`config.mk`:
```
export PLATFORM = sky130hd
export DESIGN_NAME = command_source_failsafe_selector_core_flat
export DESIGN_NICKNAME = d
export VERILOG_FILES = /design/src/csfs_pkg.sv /design/src/csfs_if.sv /design/src/csfs_src_check.sv /design/src/command_source_failsafe_selector_core.sv /design/src/flat_wrapper.sv
export SDC_FILE = /design/constraint.sdc
export NUM_CORES = 1
export LEC_CHECK = 0
export ABC_AREA = 1
export BUFFER_PORTS_ARGS = -buffer_cell sky130_fd_sc_hd__buf_2
export CORE_MARGIN = 3
export CORE_UTILIZATION = 50
export DETAILED_ROUTE_END_ITERATION = 10
export HOLD_SLACK_MARGIN = 0.1
export PLACE_DENSITY = 0.68
export SYNTH_ARGS = -nofsm -noshare
export SYNTH_HDL_FRONTEND = slang
export SYNTH_HIERARCHICAL = 1
export SYNTH_SLANG_ARGS = --single-unit
```
`constraint.sdc`:
```
create_clock -name clk -period 7.52 [get_ports clk]
set_input_delay 0 -clock clk [delete_from_list [all_inputs] [get_ports clk]]
set_output_delay 0 -clock clk [all_outputs]
set_load 0.02 [all_outputs]
```
`src/csfs_pkg.sv`:
```
// Package for the command source failsafe selector.
// Holds the input and result word types, the source codes and the check result type.
// No dependencies.
package csfs_pkg;

  // Source codes carried in chosen_source.
  localparam logic [1:0] SRC_PRIMARY   = 2'd0;
  localparam logic [1:0] SRC_AUX       = 2'd1;
  localparam logic [1:0] SRC_EMERGENCY = 2'd2;

  // Latency limit after reset, in milliseconds.
  localparam logic [15:0] LATENCY_RESET_MS = 16'd40;

  // One input word, one per control tick.
  typedef struct packed {
    logic [31:0] now_ms;
    logic        primary_speed_received;
    logic        primary_torque_received;
    logic [31:0] primary_speed_stamp;
    logic [31:0] primary_torque_stamp;
    logic        aux_speed_received;
    logic        aux_torque_received;
    logic [31:0] aux_speed_stamp;
    logic [31:0] aux_torque_stamp;
    logic        reinit_button;
  } csfs_in_t;

  // One result word.
  typedef struct packed {
    logic [1:0]  chosen_source;
    logic        primary_failed;
    logic        aux_failed;
    logic        run_enabled;
    logic [31:0] worst_speed_age;
    logic [31:0] worst_torque_age;
  } csfs_out_t;

  // Timing check result of one source.
  typedef struct packed {
    logic        fail;
    logic [31:0] speed_age;
    logic [31:0] torque_age;
  } csfs_check_t;

endpackage

```
`src/csfs_if.sv`:
```
// Handshake channel interfaces for the command source failsafe selector.
// Depends on csfs_pkg for the word types.
interface csfs_in_if;
  logic                valid;
  logic                ready;
  csfs_pkg::csfs_in_t  data;
  modport source (output valid, output data, input ready);
  modport sink (input valid, input data, output ready);
endinterface

interface csfs_out_if;
  logic                valid;
  logic                ready;
  csfs_pkg::csfs_out_t data;
  modport source (output valid, output data, input ready);
  modport sink (input valid, input data, output ready);
endinterface

interface csfs_cfg_if;
  logic        valid;
  logic        ready;
  logic [15:0] data;
  modport source (output valid, output data, input ready);
  modport sink (input valid, input data, output ready);
endinterface

```
`src/csfs_src_check.sv`:
```
// Timing check of one command source: received flags, message ages and skew.
// Depends on csfs_pkg for the check result type.
module csfs_src_check (
  input  logic [31:0]          now_ms,
  input  logic                 speed_received,
  input  logic                 torque_received,
  input  logic [31:0]          speed_stamp,
  input  logic [31:0]          torque_stamp,
  input  logic [15:0]          limit_ms,
  output csfs_pkg::csfs_check_t check
);
  import csfs_pkg::*;

  // True when the magnitude of a wrapped signed difference exceeds the limit.
  // The most negative difference negates to itself, which reads as 2^31 and fails.
  function automatic logic mag_exceeds(input logic [31:0] diff, input logic [15:0] lim);
    logic [31:0] mag;
    mag = diff[31] ? (32'd0 - diff) : diff;
    return mag > {16'd0, lim};
  endfunction

  logic [31:0] speed_age;
  logic [31:0] torque_age;
  logic [31:0] skew;
  logic        missing;
  logic        speed_old;
  logic        torque_old;
  logic        skewed;

  // Wrapped differences.
  assign speed_age  = now_ms - speed_stamp;
  assign torque_age = now_ms - torque_stamp;
  assign skew       = speed_stamp - torque_stamp;

  // Individual failure reasons; skew is held to half the limit.
  assign missing    = !speed_received || !torque_received;
  assign speed_old  = mag_exceeds(speed_age, limit_ms);
  assign torque_old = mag_exceeds(torque_age, limit_ms);
  assign skewed     = mag_exceeds(skew, {1'b0, limit_ms[15:1]});

  assign check.fail       = missing || speed_old || torque_old || skewed;
  assign check.speed_age  = speed_age;
  assign check.torque_age = torque_age;

endmodule

```
`src/command_source_failsafe_selector_core.sv`:
```
// Command source failsafe selector, top level.
// Depends on csfs_pkg, the channel interfaces in csfs_if.sv and csfs_src_check.
//
// The block takes one word per clock cycle while the result does not stall, and
// returns one result word for each: the word is held in an input register,
// checked and selected in one pass of compares and subtractions, and stored in the
// result register. The run flag and worst ages are updated as each word moves into
// the result register, so the next word already sees them. A stalled result only
// holds the input register; one more word is taken while the result waits.
// The latency limit register is always ready and should be written only while idle.
module command_source_failsafe_selector_core (
  input  logic       clk,
  input  logic       rst_n,
  csfs_in_if.sink    in_ch,
  csfs_out_if.source out_ch,
  csfs_cfg_if.sink   cfg_ch
);
  import csfs_pkg::*;

  // Input register.
  logic        in_valid_r;
  csfs_in_t    in_word_r;
  // Result register.
  logic        out_valid_r;
  csfs_out_t   out_word_r;
  csfs_out_t   out_word_nxt;
  // Configuration and running state.
  logic [15:0] limit_r;
  logic        run_r;
  logic        run_nxt;
  logic [31:0] worst_speed_r;
  logic [31:0] worst_speed_nxt;
  logic [31:0] worst_torque_r;
  logic [31:0] worst_torque_nxt;

  logic        advance;
  csfs_check_t prim_chk;
  csfs_check_t aux_chk;
  logic [31:0] worst_speed_mid;
  logic [31:0] worst_torque_mid;
  logic        run_set;
  logic [1:0]  chosen;

  // Handshake: the input word moves on when the result register is free or draining.
  assign advance      = in_valid_r && (!out_valid_r || out_ch.ready);
  assign in_ch.ready  = !in_valid_r || advance;
  assign cfg_ch.ready = 1'b1;
  assign out_ch.valid = out_valid_r;
  assign out_ch.data  = out_word_r;

  // Timing checks of both sources.
  csfs_src_check u_prim_chk (
    .now_ms          (in_word_r.now_ms),
    .speed_received  (in_word_r.primary_speed_received),
    .torque_received (in_word_r.primary_torque_received),
    .speed_stamp     (in_word_r.primary_speed_stamp),
    .torque_stamp    (in_word_r.primary_torque_stamp),
    .limit_ms        (limit_r),
    .check           (prim_chk)
  );

  csfs_src_check u_aux_chk (
    .now_ms          (in_word_r.now_ms),
    .speed_received  (in_word_r.aux_speed_received),
    .torque_received (in_word_r.aux_torque_received),
    .speed_stamp     (in_word_r.aux_speed_stamp),
    .torque_stamp    (in_word_r.aux_torque_stamp),
    .limit_ms        (limit_r),
    .check           (aux_chk)
  );

  // Worst ages: primary then auxiliary; torque only counts when speed did not rise.
  always_comb begin
    worst_speed_mid  = worst_speed_r;
    worst_torque_mid = worst_torque_r;
    if (prim_chk.speed_age > worst_speed_r) begin
      worst_speed_mid = prim_chk.speed_age;
    end else if (prim_chk.torque_age > worst_torque_r) begin
      worst_torque_mid = prim_chk.torque_age;
    end
    worst_speed_nxt  = worst_speed_mid;
    worst_torque_nxt = worst_torque_mid;
    if (aux_chk.speed_age > worst_speed_mid) begin
      worst_speed_nxt = aux_chk.speed_age;
    end else if (aux_chk.torque_age > worst_torque_mid) begin
      worst_torque_nxt = aux_chk.torque_age;
    end
  end

  // Source selection; falling back to emergency drops the run flag.
  assign run_set = run_r || in_word_r.reinit_button;

  always_comb begin
    if (run_set && !prim_chk.fail) begin
      chosen  = SRC_PRIMARY;
      run_nxt = 1'b1;
    end else if (run_set && !aux_chk.fail) begin
      chosen  = SRC_AUX;
      run_nxt = 1'b1;
    end else begin
      chosen  = SRC_EMERGENCY;
      run_nxt = 1'b0;
    end
  end

  always_comb begin
    out_word_nxt.chosen_source    = chosen;
    out_word_nxt.primary_failed   = prim_chk.fail;
    out_word_nxt.aux_failed       = aux_chk.fail;
    out_word_nxt.run_enabled      = run_nxt;
    out_word_nxt.worst_speed_age  = worst_speed_nxt;
    out_word_nxt.worst_torque_age = worst_torque_nxt;
  end

  // Control and state registers.
  always_ff @(posedge clk) begin
    if (!rst_n) begin
      in_valid_r     <= 1'b0;
      out_valid_r    <= 1'b0;
      limit_r        <= LATENCY_RESET_MS;
      run_r          <= 1'b0;
      worst_speed_r  <= 32'd0;
      worst_torque_r <= 32'd0;
    end else begin
      if (in_ch.ready) begin
        in_valid_r <= in_ch.valid;
      end
      if (advance) begin
        out_valid_r    <= 1'b1;
        run_r          <= run_nxt;
        worst_speed_r  <= worst_speed_nxt;
        worst_torque_r <= worst_torque_nxt;
      end else if (out_ch.ready) begin
        out_valid_r <= 1'b0;
      end
      if (cfg_ch.valid) begin
        limit_r <= cfg_ch.data;
      end
    end
  end

  // Payload registers.
  always_ff @(posedge clk) begin
    if (in_ch.valid && in_ch.ready) begin
      in_word_r <= in_ch.data;
    end
    if (advance) begin
      out_word_r <= out_word_nxt;
    end
  end

endmodule

```
`src/flat_wrapper.sv`:
```
// flat-port wrapper written by rule: the top's interface ports become plain ports
module command_source_failsafe_selector_core_flat import csfs_pkg::*;
  (clk, rst_n, in_ch_valid, in_ch_data, in_ch_ready, out_ch_valid, out_ch_data, out_ch_ready, cfg_ch_valid, cfg_ch_data, cfg_ch_ready);
  csfs_in_if in_ch_i ();
  csfs_out_if out_ch_i ();
  csfs_cfg_if cfg_ch_i ();
  input  logic clk;
  input  logic rst_n;
  input wire logic [$bits(in_ch_i.valid)-1:0] in_ch_valid;
  input wire logic [$bits(in_ch_i.data)-1:0] in_ch_data;
  output wire logic [$bits(in_ch_i.ready)-1:0] in_ch_ready;
  output wire logic [$bits(out_ch_i.valid)-1:0] out_ch_valid;
  output wire logic [$bits(out_ch_i.data)-1:0] out_ch_data;
  input wire logic [$bits(out_ch_i.ready)-1:0] out_ch_ready;
  input wire logic [$bits(cfg_ch_i.valid)-1:0] cfg_ch_valid;
  input wire logic [$bits(cfg_ch_i.data)-1:0] cfg_ch_data;
  output wire logic [$bits(cfg_ch_i.ready)-1:0] cfg_ch_ready;
  assign in_ch_i.valid = in_ch_valid;
  assign in_ch_i.data = in_ch_data;
  assign in_ch_ready = in_ch_i.ready;
  assign out_ch_valid = out_ch_i.valid;
  assign out_ch_data = out_ch_i.data;
  assign out_ch_i.ready = out_ch_ready;
  assign cfg_ch_i.valid = cfg_ch_valid;
  assign cfg_ch_i.data = cfg_ch_data;
  assign cfg_ch_ready = cfg_ch_i.ready;
  command_source_failsafe_selector_core u_core (.clk(clk), .rst_n(rst_n), .in_ch(in_ch_i), .out_ch(out_ch_i), .cfg_ch(cfg_ch_i));
endmodule
```
; Word level (Yosys, flattened, before mapping)
; Cells that the tools add are included.
[op_classes]
n_addsub = 12
n_lt_le_gt_ge = 10
mux = 17
n_reduce_logical = 24
[op_table]
columns = op, count
row1 = 2-to-1 mux 32 bit, 12
row2 = subtractor 1 x 32 -> 32 bit (first input constant), 6
row3 = subtractor 32 bit, 6
row4 = > comparator 32 x 16 -> 1 bit, 4
row5 = > comparator 32 bit, 4
row6 = > comparator 32 x 15 -> 1 bit, 2
row7 = logical OR 1 bit, 11
row8 = zero test 1 bit, 8
row9 = logical AND 1 bit, 4
row10 = 2-to-1 mux 1 bit, 4
row11 = 2-to-1 mux 2 bit, 1
row12 = nonzero test 2 bit, 1
[word_totals]
reg_bits = 317
out_inout_bits = 72

; Depth between registers and ports, before layout
[depth]
word_depth = 11
mapped_depth = 45
ltp_nobuf = 42

; By module
; Netlist, hierarchy kept.
[modules_own_cells]
columns = module, instances, cells_each, area_per_inst_um2, seq_area_each_um2
row1 = command_source_failsafe_selector_core, 1, 1565, 15434.8, 8688.3
row2 = csfs_src_check at u_core.u_aux_chk, 1, 2594, 12398.1, 0.0
row3 = csfs_src_check at u_core.u_prim_chk, 1, 2397, 11708.7, 0.0

; Worst setup path after synthesis
; No wires, ideal clock.
[synth_path]
kind = reg-to-reg
start = register u_core/in_word_r[142] in the netlist's numbering
end = register u_core.worst_speed_r[24]
setup_ns = 0.113
arrival_time_ns = 5.046
t_required_ns = 7.407
path_slack_ns = 2.361
stages_incl_launch_ff = 40
n_path_buf = 7
path_cell_list = edfxtp_1 > ha_1 > nand2_1 > inv_2 > nand2_1 > nand2_1 > inv_1 > nand3_2 > nand3_1 > nand2_1 > a21oi_2 > inv_2 > nand2_1 > nand2_1 > buf_2 > buf_2 > ha_1 > nand2_2 > [4 not listed] > buf_6 > buf_6 > buf_2 > o21ai_0 > ha_1 > nand2_1 > nor2_1 > inv_1 > nor3_2 > nand2_1 > nand2_1 > nand2_1 > buf_4 > buf_2 > o211ai_1 > nand3_1 > nand2_1 > inv_1
[synth_lines]
columns = item, line
row1 = start: declaration, command_source_failsafe_selector_core.sv:22  ; csfs_in_t in_word_r;
row2 = start signal: assignment, command_source_failsafe_selector_core.sv:145  ; in_word_r <= in_ch.data;
row3 = end signal: assignment, command_source_failsafe_selector_core.sv:131  ; worst_speed_r <= worst_speed_nxt;
row4 = end: declaration, command_source_failsafe_selector_core.sv:31  ; logic [31:0] worst_speed_r;

==> results.md <==
* Largest net degree at the start of global routing at 99
* Post-CTS Hold Buffers at 300
* Final setup viols at 0
* Initial Utilization at 50.8%
* Final Cell Area at 46,300 µm²
* Hold Violations, Final at 0
* CTS tree: built
* Total gr overflow at 0
* WP data arrival at 7.44 ns
* Top cell type by total area after synthesis: nand2_1
* Crit path buffers/inverters at 5
* Most frequent cells in the layout: nand2_1, inv_1, nand3_1, nor2_1, ha_1
* # resized after CTS at 0
* Post-DR wirelength/cell at 20.2 µm
* Required time worst endpoint at 8.06 ns
* Pre-antenna DRT Iters at 9
* Synth Cell Area at 39,500 µm²
* Total Nets Final at 7,727
* Die Ht at 287 µm
* Core area at 77,800 µm²
* Slew @ Worst Pin at 1.13 ns
* First-pass GRT wire length at 241 mm
* Pwr dens at around 220 nW/µm²
* Syn Inst Count at 6,556
* Share of cells above drive strength 1 at 8.73%
* Slew Limit Fails at 0
* Min-Delay Path Class: input pin to flip-flop
* CP Launch Point: u_core/in_word_r[151]
* Post-CTS Setup Bufs at 0
* Status: complete, no violations
* Main synth FF type: edfxtp_1
* GP Congestion at 1.03
* # IOs at 258
* Hold Startpoint: in_ch_data[37]
* Fillers at 7,577
* Multi-input gate area at 25,700 µm²
* Maxcap violations at 0
* Worst Clk Skew at 0.0232 ns
* Final period util at 91.8%
* Via-to-Cell Ratio at roughly 5.5
* Via count at ~45,000
* Initial DRC Count at 6,317
* Crit Path Class: flip-flop to flip-flop
* Worst-case clock buffer depth at 3
* Cells taking the most area after synthesis: nand2_1, edfxtp_1, ha_1
* Number of enable flip-flop cells after synthesis at 234
* Antenna Violating Nets Remaining at 0
* Clock sink count at 317
* Clock period minus worst slack at 6.91 ns
* Yosys warns at 6
* Initial antenna violation count at 6
* Crit. End Element: flip-flop
* CTS root buf: clkbuf_16
* Area post-placement at 42,000 µm²
* CP max FO at 32
* Distinct cell type count after synthesis at 57
* Die Wd at 287 µm
* Port buffer count at about 260
* Drt drc at 0
* Rel. slew slack at 25.0%
* Die area at 82,500 µm²
* Synth Net Count at 7,162
* Area growth, synth to finish at 17.1%
* Drt total wl at 165 mm
* FF-to-FF Start: u_core/in_word_r[151]
* Clk Latency, worst-skew pair at 0.60 ns
* Avg Synthesized Cell Area at approximately 6.0 µm²
* RSZ-0062 raised after global routing: false
* Fmax at 145 MHz
* FF+latch area at approximately 8700 µm²
* Row count at 102
* Crit path largest cell delay at 0.61 ns
* Startpoint types: flip-flop
* Total Routing Usage GR at 38.8%
* # H-tree levels at 2
* Sequential area share after synthesis at 22.0%
* Vias in the first global route at 39,300
* CP top delay family: simple AND/OR/NAND/NOR gates
* CTS buffer count at 39
* Commonest non-fill, non-tap cell in the layout: nand2_1
* Max IR drop VDD at 0.000201 V
* Synth top area share at 22.0%
* Post-DP HPWL at ~140 mm
* Total negative slack at 0 ns
* Leak at around 25 nW
* CTS clk-pin slew, worst paths at roughly 0.07 ns
* Slowest cell on crit path: xor2_1
* Synth Register Bits at 317
* Ys async rst share at 0%
* Worst R2R Setup Slack at 0.61 ns
==> logic make-up (layout without fill, tap and decap cells) <==
family                     Yosys count  count (layout)  synth area share, %
AOI/OAI and AO/OA                  529             529                 7.38
xor gates and xnor gates           113             113                 2.55
adders and majority gates          420             420                 13.4
buffers and inverters             1309            1904                 12.9
DFF                                317             317                 22.0
other                                1               2              0.00948
and+or+nand+nor                   3867            3867                 41.7
==> cell usage after synthesis (all sizes together) (2+ instances only) <==
library cell and n:
a211oi 3, a21o 8, a21oi 314, a31oi 2
and2 15, and3 5, buf 58, clkbuf 24
clkinv 3, dfxtp 83, edfxtp 234, fa 6
ha 414, inv 1224, nand2 2410, nand3 637
nand3b 35, nand4 91, nor2 605, nor3 62
nor4 2, o211ai 34, o21a 11, o21ai 134
o21bai 14, o31ai 5, or2 3, xnor2 13
xor2 100
==> power breakdown <==
part	switching [mW]	internal [mW]	total (mW)
registers	0.112	2.19	2.31
clock network	0.864	1.06	1.93
logic	4.18	1.94	6.12
total	5.16	5.19	10.3
==> registers in the layout (all words and copies together), names as in the netlist <==
name,cells
u_core/out_ch.valid,1
u_core/worst_speed_r,32
u_core/in_word_r,165
u_core/worst_torque_r,32
u_core/out_ch.data,69
u_core/in_valid_r,1
u_core/limit_r,16
u_core/run_r,1
==> worst reg2reg max path, delay by kind of cell, from the launching register on <==
kind | cells | cell delay (ns)
AOI/OAI and AO/OA | 5 | 0.93
xor gates and xnor gates | 1 | 0.61
adders and majority gates | 3 | 1.13
buffers and inverters | 5 | 0.81
DFF | 1 | 0.57
and+or+nand+nor | 20 | 2.82
==> path summary, 6_finish.rpt <==
kind	endpoint	cells past startpoint
max	u_core/worst_torque_r[12]	34
min	u_core/in_word_r[37]	2
max reg2reg	u_core/worst_torque_r[12]	34
min reg2reg	u_core/out_ch.valid	2
==> metal layers <==
metal / GRT usage (%) / up-vias / share of wire [%]
met5: 0 / - / 0
met4: 14.1 / 0 / 4.3
met3: 7.52 / 299 / 12
met2: 56.0 / 2442 / 40
met1: 56.8 / 20200 / 44
li1: - / 21900 / -
==> final cells by class <==
| class | count | share of cell area (%) |
|---|---|---|
| Clock inverter | 27 | 0.492 |
| Inverter | 1227 | 9.97 |
| Clock buffer | 44 | 2.21 |
| Antenna cell | 1 | 0.00541 |
| Tap cell | 1040 | 2.81 |
| Multi-Input combinational cell | 4930 | 55.6 |
| Timing Repair Buffer | 606 | 10.1 |
| Sequential cell | 317 | 18.8 |
==> stage by stage <==
step | total power [mW] | cells | util, % | hold WS (ns) | worst slack (ns)
6_report | 10.3 | 8192 | 59.5 | 0.121 | 0.615
5_1_grt | 11.1 | 8191 | 59.5 | 0.120 | 0.207
4_1_cts | 10.2 | 8191 | 59.5 | 0.100 | 0.780
3_5_place_dp | 8.12 | 7820 | 54.0 | 0.178 | 0.816
3_3_place_gp | 8.04 | 7820 | 54.0 | 0.176 | 0.845
2_1_floorplan | 6.44 | 6556 | - | 0.0989 | 2.36
Note: power is estimated with default switching activity, not from simulation.
